==> config.mk <==
export PLATFORM = sky130hd
export DESIGN_NAME = tiny_8bit_cpu_execute
export DESIGN_NICKNAME = d
export VERILOG_FILES = /design/src/rtl/core/t8cpu_pkg.sv /design/src/rtl/core/tiny_8bit_cpu_execute.sv
export SDC_FILE = /design/constraint.sdc
export NUM_CORES = 2
export LEC_CHECK = 0
export BUFFER_PORTS_ARGS = -buffer_cell sky130_fd_sc_hd__buf_4
export CELL_PAD_IN_SITES_DETAIL_PLACEMENT = 2
export CELL_PAD_IN_SITES_GLOBAL_PLACEMENT = 2
export CORE_MARGIN = 4
export CORE_UTILIZATION = 44
export CTS_CLUSTER_SIZE = 12
export DETAILED_ROUTE_END_ITERATION = 16
export PLACE_DENSITY_LB_ADDON = 0.1
export SYNTH_ARGS = -nofsm -noshare
export SYNTH_HDL_FRONTEND = slang
export SYNTH_SLANG_ARGS = --single-unit
==> constraint.sdc <==
create_clock -name clk -period 21.9 [get_ports clk]
set_input_delay 2.19 -clock clk [delete_from_list [all_inputs] [get_ports clk]]
set_output_delay 2.19 -clock clk [all_outputs]
set_load 0.01 [all_outputs]
==> src/rtl/core/t8cpu_pkg.sv <==
// ----------------------------------------------------------------------------
// t8cpu_pkg
// shared types and constants of the tiny 8-bit cpu execute stage
// ----------------------------------------------------------------------------
package t8cpu_pkg;

    localparam int NUM_REGS   = 32;
    localparam int REG_IDX_W  = 5;
    localparam int FLAG_COUNT = 6;

    localparam logic [REG_IDX_W-1:0] REG_IN    = 5'd28;
    localparam logic [REG_IDX_W-1:0] REG_OUT   = 5'd30;
    localparam logic [REG_IDX_W-1:0] REG_FLAGS = 5'd31;
    localparam int                   OVF_BIT   = 4;

    typedef logic [7:0]                 byte_t;
    typedef logic [NUM_REGS-1:0][7:0]   regfile_t;
    typedef logic [REG_IDX_W-1:0]       reg_idx_t;

    // opcodes
    localparam logic [4:0] OP_NOP  = 5'd0;
    localparam logic [4:0] OP_ATC  = 5'd1;
    localparam logic [4:0] OP_MOV  = 5'd2;
    localparam logic [4:0] OP_SHL  = 5'd3;
    localparam logic [4:0] OP_SHR  = 5'd4;
    localparam logic [4:0] OP_JMP  = 5'd5;
    localparam logic [4:0] OP_JEQ  = 5'd6;
    localparam logic [4:0] OP_JULT = 5'd7;
    localparam logic [4:0] OP_JSLT = 5'd8;
    localparam logic [4:0] OP_JULE = 5'd9;
    localparam logic [4:0] OP_JSLE = 5'd10;
    localparam logic [4:0] OP_UAD  = 5'd11;
    localparam logic [4:0] OP_SAD  = 5'd12;
    localparam logic [4:0] OP_UMT  = 5'd13;
    localparam logic [4:0] OP_SMT  = 5'd14;
    localparam logic [4:0] OP_AND  = 5'd15;
    localparam logic [4:0] OP_OR   = 5'd16;
    localparam logic [4:0] OP_XOR  = 5'd17;

    // addressing modes
    localparam logic [2:0] MODE_REG = 3'd0;
    localparam logic [2:0] MODE_IND = 3'd1;
    localparam logic [2:0] MODE_IN  = 3'd2;
    localparam logic [2:0] MODE_OUT = 3'd3;

    // status codes
    localparam logic [1:0] ST_OK       = 2'd0;
    localparam logic [1:0] ST_BAD_OP   = 2'd1;
    localparam logic [1:0] ST_IMM_DEST = 2'd2;
    localparam logic [1:0] ST_BAD_FLAG = 2'd3;

endpackage

==> src/rtl/core/tiny_8bit_cpu_execute.sv <==
// ----------------------------------------------------------------------------
// tiny_8bit_cpu_execute
// execute stage of a small 8-bit cpu with a 32 x 8 register file
// ----------------------------------------------------------------------------
// usage
//   input channel (in_valid / in_ready) carries one decoded instruction per
//   transfer: kind, and mode / value for operands a, b and c
//   output channel (out_valid / out_ready) carries one result per
//   instruction: next_pc, data_out (register 30), flags_now (register 31)
//   and status
//   order: an accepted instruction lands in the input register and
//   executes once the result register can take its result, loading the
//   result register with it; the result register then drives the output
//   channel until it transfers out
//   throughput: one instruction per cycle unless the output stalls; the
//   register file is read and written in the same cycle as the result
//   register loads, so the next instruction sees all writes of the one before it
//   stall: when out_ready is low the result stays in the output register,
//   one more instruction waits in the input register and in_ready falls
//   reset: register file, program counter and halt state clear to zero
//   halt: a nonzero status halts the block; later instructions change
//   nothing and report the state and the halting status until reset
// ----------------------------------------------------------------------------
module tiny_8bit_cpu_execute
    import t8cpu_pkg::*;
(
    input  logic       clk,
    input  logic       rst_n,
    input  logic       in_valid,
    output logic       in_ready,
    input  logic [4:0] kind,
    input  logic [2:0] mode_a,
    input  logic [7:0] value_a,
    input  logic [2:0] mode_b,
    input  logic [7:0] value_b,
    input  logic [2:0] mode_c,
    input  logic [7:0] value_c,
    output logic       out_valid,
    input  logic       out_ready,
    output logic [7:0] next_pc,
    output logic [7:0] data_out,
    output logic [7:0] flags_now,
    output logic [1:0] status
);

    // operand read: register, indirect through a pointer register, input
    // register, output register, else the value itself
    function automatic byte_t read_op(input logic [2:0] m, input byte_t v,
                                      input regfile_t rf);
        byte_t r;
        case (m)
            MODE_REG: r = rf[v[REG_IDX_W-1:0]];
            MODE_IND: r = rf[rf[v[REG_IDX_W-1:0]][REG_IDX_W-1:0]];
            MODE_IN:  r = rf[REG_IN];
            MODE_OUT: r = rf[REG_OUT];
            default:  r = v;
        endcase
        return r;
    endfunction

    // ------------------------------------------------------------------------
    // input register
    // ------------------------------------------------------------------------
    logic       in_valid_reg;
    logic [4:0] kind_reg;
    logic [2:0] mode_a_reg, mode_b_reg, mode_c_reg;
    byte_t      value_a_reg, value_b_reg, value_c_reg;

    // architectural state
    regfile_t   rf_reg;
    byte_t      pc_reg;
    logic       halted_reg;
    logic [1:0] halt_code_reg;

    // output register
    logic       out_valid_reg;
    byte_t      next_pc_reg, data_out_reg, flags_now_reg;
    logic [1:0] status_reg;

    // an instruction executes when the result register can take its result
    logic exec;
    assign exec     = in_valid_reg && (!out_valid_reg || out_ready);
    assign in_ready = !in_valid_reg || exec;

    always_ff @(posedge clk or negedge rst_n)
    begin
        if (!rst_n)
        begin
            in_valid_reg <= 1'b0;
        end
        else if (in_ready)
        begin
            in_valid_reg <= in_valid;
        end
    end

    always_ff @(posedge clk)
    begin
        if (in_valid && in_ready)
        begin
            kind_reg    <= kind;
            mode_a_reg  <= mode_a;
            value_a_reg <= value_a;
            mode_b_reg  <= mode_b;
            value_b_reg <= value_b;
            mode_c_reg  <= mode_c;
            value_c_reg <= value_c;
        end
    end

    // ------------------------------------------------------------------------
    // execute
    // ------------------------------------------------------------------------
    byte_t      op_a, op_b, op_c, dest_val;
    reg_idx_t   dest_a, dest_b, dest_idx;
    logic       dest_a_imm, dest_b_imm;
    logic [8:0] usum;
    logic [8:0] ssum;
    logic [15:0] uprod;
    logic signed [15:0] sprod;

    logic       wr_en;
    reg_idx_t   wr_idx;
    byte_t      wr_data;
    logic       ovf;
    logic       take;
    byte_t      npc;
    logic [1:0] st;
    byte_t      flags_base;
    byte_t      flags_next;
    byte_t      out_reg_next;
    byte_t      pc_next;
    logic       halted_next;
    logic [1:0] halt_code_next;
    regfile_t   rf_next;

    always_comb
    begin
        op_a = read_op(mode_a_reg, value_a_reg, rf_reg);
        op_b = read_op(mode_b_reg, value_b_reg, rf_reg);
        op_c = read_op(mode_c_reg, value_c_reg, rf_reg);

        // destination index decode for operand a and operand b
        dest_a_imm = 1'b0;
        case (mode_a_reg)
            MODE_REG: dest_a = value_a_reg[REG_IDX_W-1:0];
            MODE_IND: dest_a = rf_reg[value_a_reg[REG_IDX_W-1:0]][REG_IDX_W-1:0];
            MODE_IN:  dest_a = REG_IN;
            MODE_OUT: dest_a = REG_OUT;
            default:
            begin
                dest_a     = '0;
                dest_a_imm = 1'b1;
            end
        endcase
        dest_b_imm = 1'b0;
        case (mode_b_reg)
            MODE_REG: dest_b = value_b_reg[REG_IDX_W-1:0];
            MODE_IND: dest_b = rf_reg[value_b_reg[REG_IDX_W-1:0]][REG_IDX_W-1:0];
            MODE_IN:  dest_b = REG_IN;
            MODE_OUT: dest_b = REG_OUT;
            default:
            begin
                dest_b     = '0;
                dest_b_imm = 1'b1;
            end
        endcase

        // accumulate forms read their destination as the first operand
        dest_idx = dest_a;
        dest_val = rf_reg[dest_a];
        usum  = {1'b0, dest_val} + {1'b0, op_b};
        ssum  = {dest_val[7], dest_val} + {op_b[7], op_b};
        uprod = {8'd0, dest_val} * {8'd0, op_b};
        sprod = $signed({{8{dest_val[7]}}, dest_val}) * $signed({{8{op_b[7]}}, op_b});

        wr_en   = 1'b0;
        wr_idx  = dest_idx;
        wr_data = '0;
        ovf     = 1'b0;
        take    = 1'b0;
        npc     = pc_reg + 8'd1;
        st      = ST_OK;

        case (kind_reg)
            OP_NOP:
            begin
            end
            OP_ATC:
            begin
                if (value_a_reg >= 8'(FLAG_COUNT) || value_b_reg >= 8'(FLAG_COUNT))
                begin
                    st = ST_BAD_FLAG;
                end
                else
                begin
                    take    = rf_reg[REG_FLAGS][value_a_reg[2:0]];
                    wr_en   = 1'b1;
                    wr_idx  = REG_FLAGS;
                    wr_data = rf_reg[REG_FLAGS] & ~(8'd1 << value_b_reg[2:0]);
                    if (take)
                    begin
                        npc = '0;
                    end
                end
            end
            OP_MOV, OP_SHL, OP_SHR:
            begin
                if (dest_b_imm)
                begin
                    st = ST_IMM_DEST;
                end
                else
                begin
                    wr_en  = 1'b1;
                    wr_idx = dest_b;
                    if (kind_reg == OP_SHL)
                    begin
                        wr_data = {op_a[6:0], 1'b0};
                    end
                    else if (kind_reg == OP_SHR)
                    begin
                        wr_data = {1'b0, op_a[7:1]};
                    end
                    else
                    begin
                        wr_data = op_a;
                    end
                end
            end
            OP_JMP:
            begin
                npc = op_a;
            end
            OP_JEQ, OP_JULT, OP_JSLT, OP_JULE, OP_JSLE:
            begin
                case (kind_reg)
                    OP_JEQ:  take = (op_a == op_b);
                    OP_JULT: take = (op_a < op_b);
                    OP_JSLT: take = ($signed(op_a) < $signed(op_b));
                    OP_JULE: take = (op_a <= op_b);
                    default: take = ($signed(op_a) <= $signed(op_b));
                endcase
                if (take)
                begin
                    npc = op_c;
                end
            end
            OP_UAD, OP_SAD, OP_UMT, OP_SMT, OP_AND, OP_OR, OP_XOR:
            begin
                if (dest_a_imm)
                begin
                    st = ST_IMM_DEST;
                end
                else
                begin
                    wr_en = 1'b1;
                    case (kind_reg)
                        OP_UAD:
                        begin
                            wr_data = usum[7:0];
                            ovf     = usum[8];
                        end
                        OP_SAD:
                        begin
                            wr_data = ssum[7:0];
                            ovf     = ssum[8] != ssum[7];
                        end
                        OP_UMT:
                        begin
                            wr_data = uprod[7:0];
                            ovf     = |uprod[15:8];
                        end
                        OP_SMT:
                        begin
                            wr_data = sprod[7:0];
                            // fits in 8 signed bits only if the top 9 bits agree
                            ovf     = !((&sprod[15:7]) || !(|sprod[15:7]));
                        end
                        OP_AND:  wr_data = dest_val & op_b;
                        OP_OR:   wr_data = dest_val | op_b;
                        default: wr_data = dest_val ^ op_b;
                    endcase
                end
            end
            default:
            begin
                st = ST_BAD_OP;
            end
        endcase

        // flags: write first, overflow on top
        flags_base = (wr_en && wr_idx == REG_FLAGS) ? wr_data : rf_reg[REG_FLAGS];
        flags_next = flags_base | (ovf ? (8'd1 << OVF_BIT) : 8'd0);
        out_reg_next = (wr_en && wr_idx == REG_OUT) ? wr_data : rf_reg[REG_OUT];

        if (halted_reg)
        begin
            // frozen: report current state
            pc_next        = pc_reg;
            halted_next    = 1'b1;
            halt_code_next = halt_code_reg;
            flags_next     = rf_reg[REG_FLAGS];
            out_reg_next   = rf_reg[REG_OUT];
            wr_en          = 1'b0;
            ovf            = 1'b0;
        end
        else if (st != ST_OK)
        begin
            pc_next        = pc_reg;
            halted_next    = 1'b1;
            halt_code_next = st;
        end
        else
        begin
            pc_next        = npc;
            halted_next    = 1'b0;
            halt_code_next = halt_code_reg;
        end

        // register file after this instruction, flag register last
        rf_next = rf_reg;
        if (wr_en)
        begin
            rf_next[wr_idx] = wr_data;
        end
        rf_next[REG_FLAGS] = flags_next;
    end

    // ------------------------------------------------------------------------
    // state update
    // ------------------------------------------------------------------------
    always_ff @(posedge clk or negedge rst_n)
    begin
        if (!rst_n)
        begin
            rf_reg        <= '0;
            pc_reg        <= '0;
            halted_reg    <= 1'b0;
            halt_code_reg <= ST_OK;
        end
        else if (exec)
        begin
            rf_reg        <= rf_next;
            pc_reg        <= pc_next;
            halted_reg    <= halted_next;
            halt_code_reg <= halt_code_next;
        end
    end

    // ------------------------------------------------------------------------
    // output register
    // ------------------------------------------------------------------------
    always_ff @(posedge clk or negedge rst_n)
    begin
        if (!rst_n)
        begin
            out_valid_reg <= 1'b0;
        end
        else if (exec)
        begin
            out_valid_reg <= 1'b1;
        end
        else if (out_ready)
        begin
            out_valid_reg <= 1'b0;
        end
    end

    always_ff @(posedge clk)
    begin
        if (exec)
        begin
            next_pc_reg   <= pc_next;
            data_out_reg  <= out_reg_next;
            flags_now_reg <= flags_next;
            status_reg    <= halted_next ? halt_code_next : ST_OK;
        end
    end

    assign out_valid = out_valid_reg;
    assign next_pc   = next_pc_reg;
    assign data_out  = data_out_reg;
    assign flags_now = flags_now_reg;
    assign status    = status_reg;

endmodule
# --- Word-level counts from Yosys, hierarchy flattened ---
# Index checks and enable logic that the tools add are counted.
op_classes:
  n_addsub: 3
  mul: 2
  n_lt_le_gt_ge: 16
  eq_ne: 30
  n_shift: 1
  mux: 65
  n_bitwise: 6
  reduce_logical: 29
op_table:
  columns: ["cell", "count"]
  rows:
  - ["8-bit binary-select mux with 5-bit select", 7]
  - ["256-bit bitwise mux", 1]
  - ["8-bit 2-to-1 mux", 22]
  - ["8-bit one-hot mux with 4 select lines", 3]
  - ["5-bit by 6-bit less-than comparator with 1-bit output, second input constant", 8]
  - ["8-bit one-hot mux with 3 select lines", 2]
  - ["8-bit one-hot mux with 6 select lines", 1]
  - ["8-bit demux with 5-bit select", 1]
  - ["5-bit by 4-bit equality test with 1-bit output, second input constant", 8]
  - ["5-bit one-hot mux with 4 select lines", 2]
  - ["8-bit by 8-bit multiplier with 16-bit output", 2]
  - ["5-bit by 3-bit equality test with 1-bit output, second input constant", 4]
  - ["5-bit equality test, second input constant", 4]
  - ["8-bit by 8-bit adder with 9-bit output", 2]
  - ["3-bit by 2-bit equality test with 1-bit output, second input constant", 6]
  - ["8-bit bitwise AND", 2]
  - ["8-bit by 3-bit greater-or-equal comparator with 1-bit output, second input constant", 2]
  - ["8-bit <= comparator", 2]
  - ["8-bit less-than comparator", 2]
  - ["5-bit 2-to-1 mux", 3]
  - ["7-bit OR reduction", 2]
  - ["1-bit 2-to-1 mux", 12]
  - ["5-bit by 2-bit equality test with 1-bit output, second input constant", 2]
  - ["2-bit 2-to-1 mux", 5]
  - ["30 further kinds", 47]
totals:
  ff_bits: 333
  inputBits: 42
  output_inout_bits: 28
  elab_cells: 200

# --- Depth between registers and ports, before layout ---
logic_depth:
  word_depth: 16
  ltp_mapped: 43
  depth_no_buf: 36

# --- Worst setup path before layout ---
# No wires, ideal clock.
synth_path:
  path_type: "reg2reg"
  start: "reg value_b_reg[0]"
  end: "reg flags_now_reg[4] (netlist: flags_now[4]) (data pin)"
  setup_ns: 0.259
  t_arrival_ns: 8.102
  t_required_ns: 21.641
  slack_ns: 13.539
  path_stages_with_launch: 39
  path_buffers: 6
  period_less_slack_ns: 8.361
  path_cell_list: "edfxtp_1 -> buf_6 -> buf_6 -> buf_8 -> mux4_2 -> mux2_2 -> o22a_1 -> nand2_1 -> buf_6 -> buf_2 -> buf_1 -> o211ai_1 -> a31oi_1 -> a22oi_1 -> o311a_1 -> a21oi_1 -> and2_1 -> ha_1 -> [... 3 more ...] -> fa_1 -> inv_1 -> fa_1 -> inv_1 -> ha_1 -> nor2b_1 -> o21ai_0 -> a21boi_0 -> o21ai_0 -> a21oi_1 -> o21ai_0 -> a21boi_0 -> o21a_1 -> o21a_1 -> or4_1 -> mux2i_1 -> o21ai_1 -> a211o_1"
synth_via:
  elab_chain_len: 16
  elab_cells_between_ends: 43
  classes_between: "add/sub: 2; mul: 2; order compare: 1; eq/ne: 2; shift: 1; mux: 21; bitwise: 6; reduce/logical: 8"
synth_rtl:
  columns: ["element", "line", "rtl"]
  rows:
  - ["from (decl)", "tiny_8bit_cpu_execute.sv:67", "byte_t value_a_reg, value_b_reg, value_c_reg;"]
  - ["from (signal assigned)", "tiny_8bit_cpu_execute.sv:105", "value_b_reg <= value_b;"]
  - ["8-bit binary-select mux with 5-bit select", "tiny_8bit_cpu_execute.sv:52, tiny_8bit_cpu_execute.sv:53, tiny_8bit_cpu_execute.sv:159", null]
  - ["8-bit 2-to-1 mux (implied by the code)", "tiny_8bit_cpu_execute.sv:53, tiny_8bit_cpu_execute.sv:159", null]
  - ["8-bit binary-select mux with 5-bit select", "tiny_8bit_cpu_execute.sv:53", "MODE_IND: r = rf[rf[v[REG_IDX_W-1:0]][REG_IDX_W-1:0]];"]
  - ["8-bit 2-to-1 mux (implied by the code)", "tiny_8bit_cpu_execute.sv:53", null]
  - ["8-bit one-hot mux with 4 select lines", "tiny_8bit_cpu_execute.sv:51", "case (m)"]
  - ["8-bit by 8-bit multiplier with 16-bit output", "tiny_8bit_cpu_execute.sv:175", "sprod = $signed({{8{dest_val[7]}}, dest_val}) * $signed({{8{op_b[7]}}, op_b});"]
  - ["9-bit OR reduction", "tiny_8bit_cpu_execute.sv:278", "ovf = !((&sprod[15:7]) || !(|sprod[15:7]));"]
  - ["1-bit zero test", "tiny_8bit_cpu_execute.sv:278", null]
  - ["1-bit logical OR", "tiny_8bit_cpu_execute.sv:278", null]
  - ["1-bit zero test", "tiny_8bit_cpu_execute.sv:278", null]
  - ["1-bit one-hot mux with 4 select lines", "tiny_8bit_cpu_execute.sv:258", "case (kind_reg)"]
  - ["1-bit 2-to-1 mux", "tiny_8bit_cpu_execute.sv:251", "if (dest_a_imm)"]
  - ["1-bit 2-to-1 mux", "tiny_8bit_cpu_execute.sv:185", "case (kind_reg)"]
  - ["5-bit 2-to-1 mux", "tiny_8bit_cpu_execute.sv:294", "flags_next = flags_base | (ovf ? (8'd1 << OVF_BIT) : 8'd0);"]
  - ["8-bit by 5-bit OR with 8-bit output (*)", "tiny_8bit_cpu_execute.sv:294", null]
  - ["8-bit 2-to-1 mux (*)", "tiny_8bit_cpu_execute.sv:297", "if (halted_reg)"]
  - ["via flags_next[4]", "tiny_8bit_cpu_execute.sv:130", "byte_t flags_next;"]
  - ["to (signal assigned)", "tiny_8bit_cpu_execute.sv:376", "flags_now_reg <= flags_next;"]
  - ["to (decl)", "tiny_8bit_cpu_execute.sv:77", "byte_t next_pc_reg, data_out_reg, flags_now_reg;"]
# The timed path passes the listed nets; every way through them passes the cells marked *. The select of a mux whose other input is x is not followed.
# A chain may end at the register's enable or synchronous reset.

# --- Worst setup path after layout ---
# Same ends and word-level chain as after synthesis.

==> flow_summary.toml <==
[status]
status = "finished, violations left"
violations = "max-capacitance violations, max-slew violations"

[final_layout]
area.sequential_sq_um = 8650
stdcell_count = 5075
finish.utilization_pct = 48.0
multiInputGateArea_sq_um = 24800
largest_reg_flops = 256
fin_nets = 4179
fillers = 8680
drive_above_1_share_pct = 17.5
syn2layout_area_growth_pct = 8.36

[detailed_routing]
vias = 38000
wl_per_cell_microns = 40.6
routed_via_density = 7.48
antenna_left = 0
drtPass1Iterations = 6
wl_microns = 206000
drc_errors = 0
drt-initial-drc-count = 5182

[timing]
hold_ws_ns = 0.511
rsz0062_at_grt = "false"
fin_worst_skew_ns = 0.0489
clock.fmax_ghz = 0.0842
finalCriticalPeriod_ns = 11.88
worst_pin_slew_ns = 1.61
setup_viol = 0
slew_headroom_pct = -8.08
period_share_pct = 54.3
drv_slew = 40
hold_violations = 0
setup_tns_ns = 0

[logic_synthesis]
syn_area_sq_um = 35600
synth_warnings = 0
async_flop_share_pct = 80.8
synth_edf_count = 64
synth.distinct_cells = 94
avgSynthCellArea_sq_um = 8.73
seq_area_frac_synth_pct = 24.3
synth_cells = 4083
synthFlopType = "dfrtp_1"
ys_ff_latch = 333
synth_fp_nets = 4295

[cts]
post_cts_buffers = 0
clock-root-buffer = "clkbuf_16"
cts_sinks = 333
tritoncts = "done"
clk_pin_slew_ns = 0.08
cts-buffers-inserted = 44
cts_resized = 0
clk_latency_ns = 0.66
htree_levels = 2
cts_hold_buf = 0
cts_buffer_depth = 3

[pwr]
leakage_nw = 15.8
clkPwrFrac_pct = 30.3
power.density_nw_per_um2 = 65.8
net-switching-power_mw = 1.08
fin_total_pwr_mw = 2.54
p_seq_share_pct = 28.3
p_comb_share_pct = 41.5
vdd_ir_drop_max_v = 0.0000576
p_int_mw = 1.46
p_sw_share_pct = 42.5

[floorplanning]
placement_rows = 104
die_width_microns = 293
die_y_microns = 293
die_area_sq_um = 85600
initial_utilization_pct = 44.3
ios = 70
fp.coreArea_sq_um = 80400

[grt]
grt_pass1_vias = 40100
antenna_found_initial = 10
overflow = 0
grt_pass1_wl_microns = 295000
grt_start_max_net_pins = 123
grt_use_total_pct = 47.1

[placement]
dp.cells = 4981
post-dp-hpwl_microns = 140000
gp_congestion = 1.02
port_buffers = 69

[critical_path]
crit_slowest_cell = "nor3_1"
cp-start-kind = "register"
crit_required_ns = 22.29
cp.buffers_inverters = 4
arrival_ns = 12.27
path_common_cell = "fa_1"
cp-end-kind = "register"
path_max_fanout = 42
critical_path_class = "register to register"
slowest_delay_ns = 1.22
path_delay_family = "compound AO/OA/AOI/OAI gates"

[min_path]
hold_class = "register to register"

[flow_run]
maxCapViolCount = 5
## synthesized netlist by cell type (86+ instances only)
master    count  share of area [%]
a211oi_1     88                1.9
a21oi_1     297                4.2
buf_2       102                1.4
clkbuf_1    196                2.1
dfrtp_1     269                 19
fa_1         86                4.8
inv_1       199                2.1
mux2_2      149                4.7
mux2i_1     295                8.3
mux4_2      199                 13
nand2_1     638                6.7
nand3_1     174                2.4
nor2_1      326                3.4
o21ai_0     112                1.6
## path summary, 6_finish.rpt
kind,startpoint,to,slack [ns],cells past startpoint
worst max-delay path,value_b_reg[0]$_DFFE_PP_,flags_now[4]$_DFFE_PP_,10.02,30
worst min-delay path,in_valid_reg$_DFFE_PN0N_,out_valid$_DFFE_PN0P_,0.51,1
worst max register to register,value_b_reg[0]$_DFFE_PP_,flags_now[4]$_DFFE_PP_,10.02,30
worst min register to register,in_valid_reg$_DFFE_PN0N_,out_valid$_DFFE_PN0P_,0.51,1
max in group asynchronous,rst_n,rf_reg[30]$_DFFE_PN0P_,18.20,3
min in group asynchronous,rst_n,pc_reg[3]$_DFFE_PN0P_,1.53,1
## kinds of logic (layout without fill, tap and decap cells)
group / after synthesis / in the layout / synth area share, %
compound gates: 927 / 927 / 17.4
xor+xnor: 26 / 26 / 0.639
fa+ha+maj: 170 / 170 / 7.78
buf+inv: 576 / 496 / 6.98
flops: 333 / 333 / 24.3
mux: 644 / 644 / 25.6
other cells: 0 / 12 / 0
simple gates: 1407 / 1407 / 17.3
## metal layers
metal  up-vias  wire, microns  global-route usage (%)  share of wire [%]
li1      14700              -                       -                  -
met1     19600          73300                    56.4                 36
met2      2745          87200                    69.4                 42
met3       917          25800                    16.4                 13
met4         2          19700                    36.3                9.6
met5         -             15                   0.665             0.0073
## cells in the final DEF (no fill, tap or decap), types with 49 or more instances in the layout
cell      count
a311oi_1     74
nor2_1      321
ha_1         84
o21ai_0     112
a21oi_1     295
edfxtp_1     64
nor2b_1      56
a211oi_1     87
mux2i_1     290
nand2_1     637
fa_1         86
and3_1       61
a31oi_1      49
nand3_1     172
dfrtp_1     269
mux4_2      199
buf_4       201
mux2_2      149
inv_1       198
## power by group through the flow
| stage | registers, mW | logic (mW) | clock network (mW) |
|---|---|---|---|
| 2_1_floorplan | 0.704 | 0.674 | 0 |
| 3_3_place_gp | 0.722 | 0.955 | 0 |
| 3_5_place_dp | 0.725 | 1.03 | 0 |
| 4_1_cts | 0.715 | 1.04 | 0.771 |
| 5_1_grt | 0.720 | 1.14 | 0.800 |
| 6_report | 0.718 | 1.05 | 0.769 |
## area by class of cell
class	instances	area share, %
antenna	12	0.0778
timing repair buffer	206	4.15
clock buffer	58	3.17
sequential	333	22.4
multi-input combinational	3174	64.1
inverter	208	2.02
tap	1060	3.43
clock inverter	24	0.609
## metrics by stage
step / cell area [sq um] / setup WS, ns
floorplan: 35600 / 13.54
global placement: 37100 / 10.80
detailed placement: 37100 / 10.35
CTS: 38600 / 10.27
global route: 38600 / 9.42
finish: 38600 / 10.02
(Power assumes the default switching activity.)
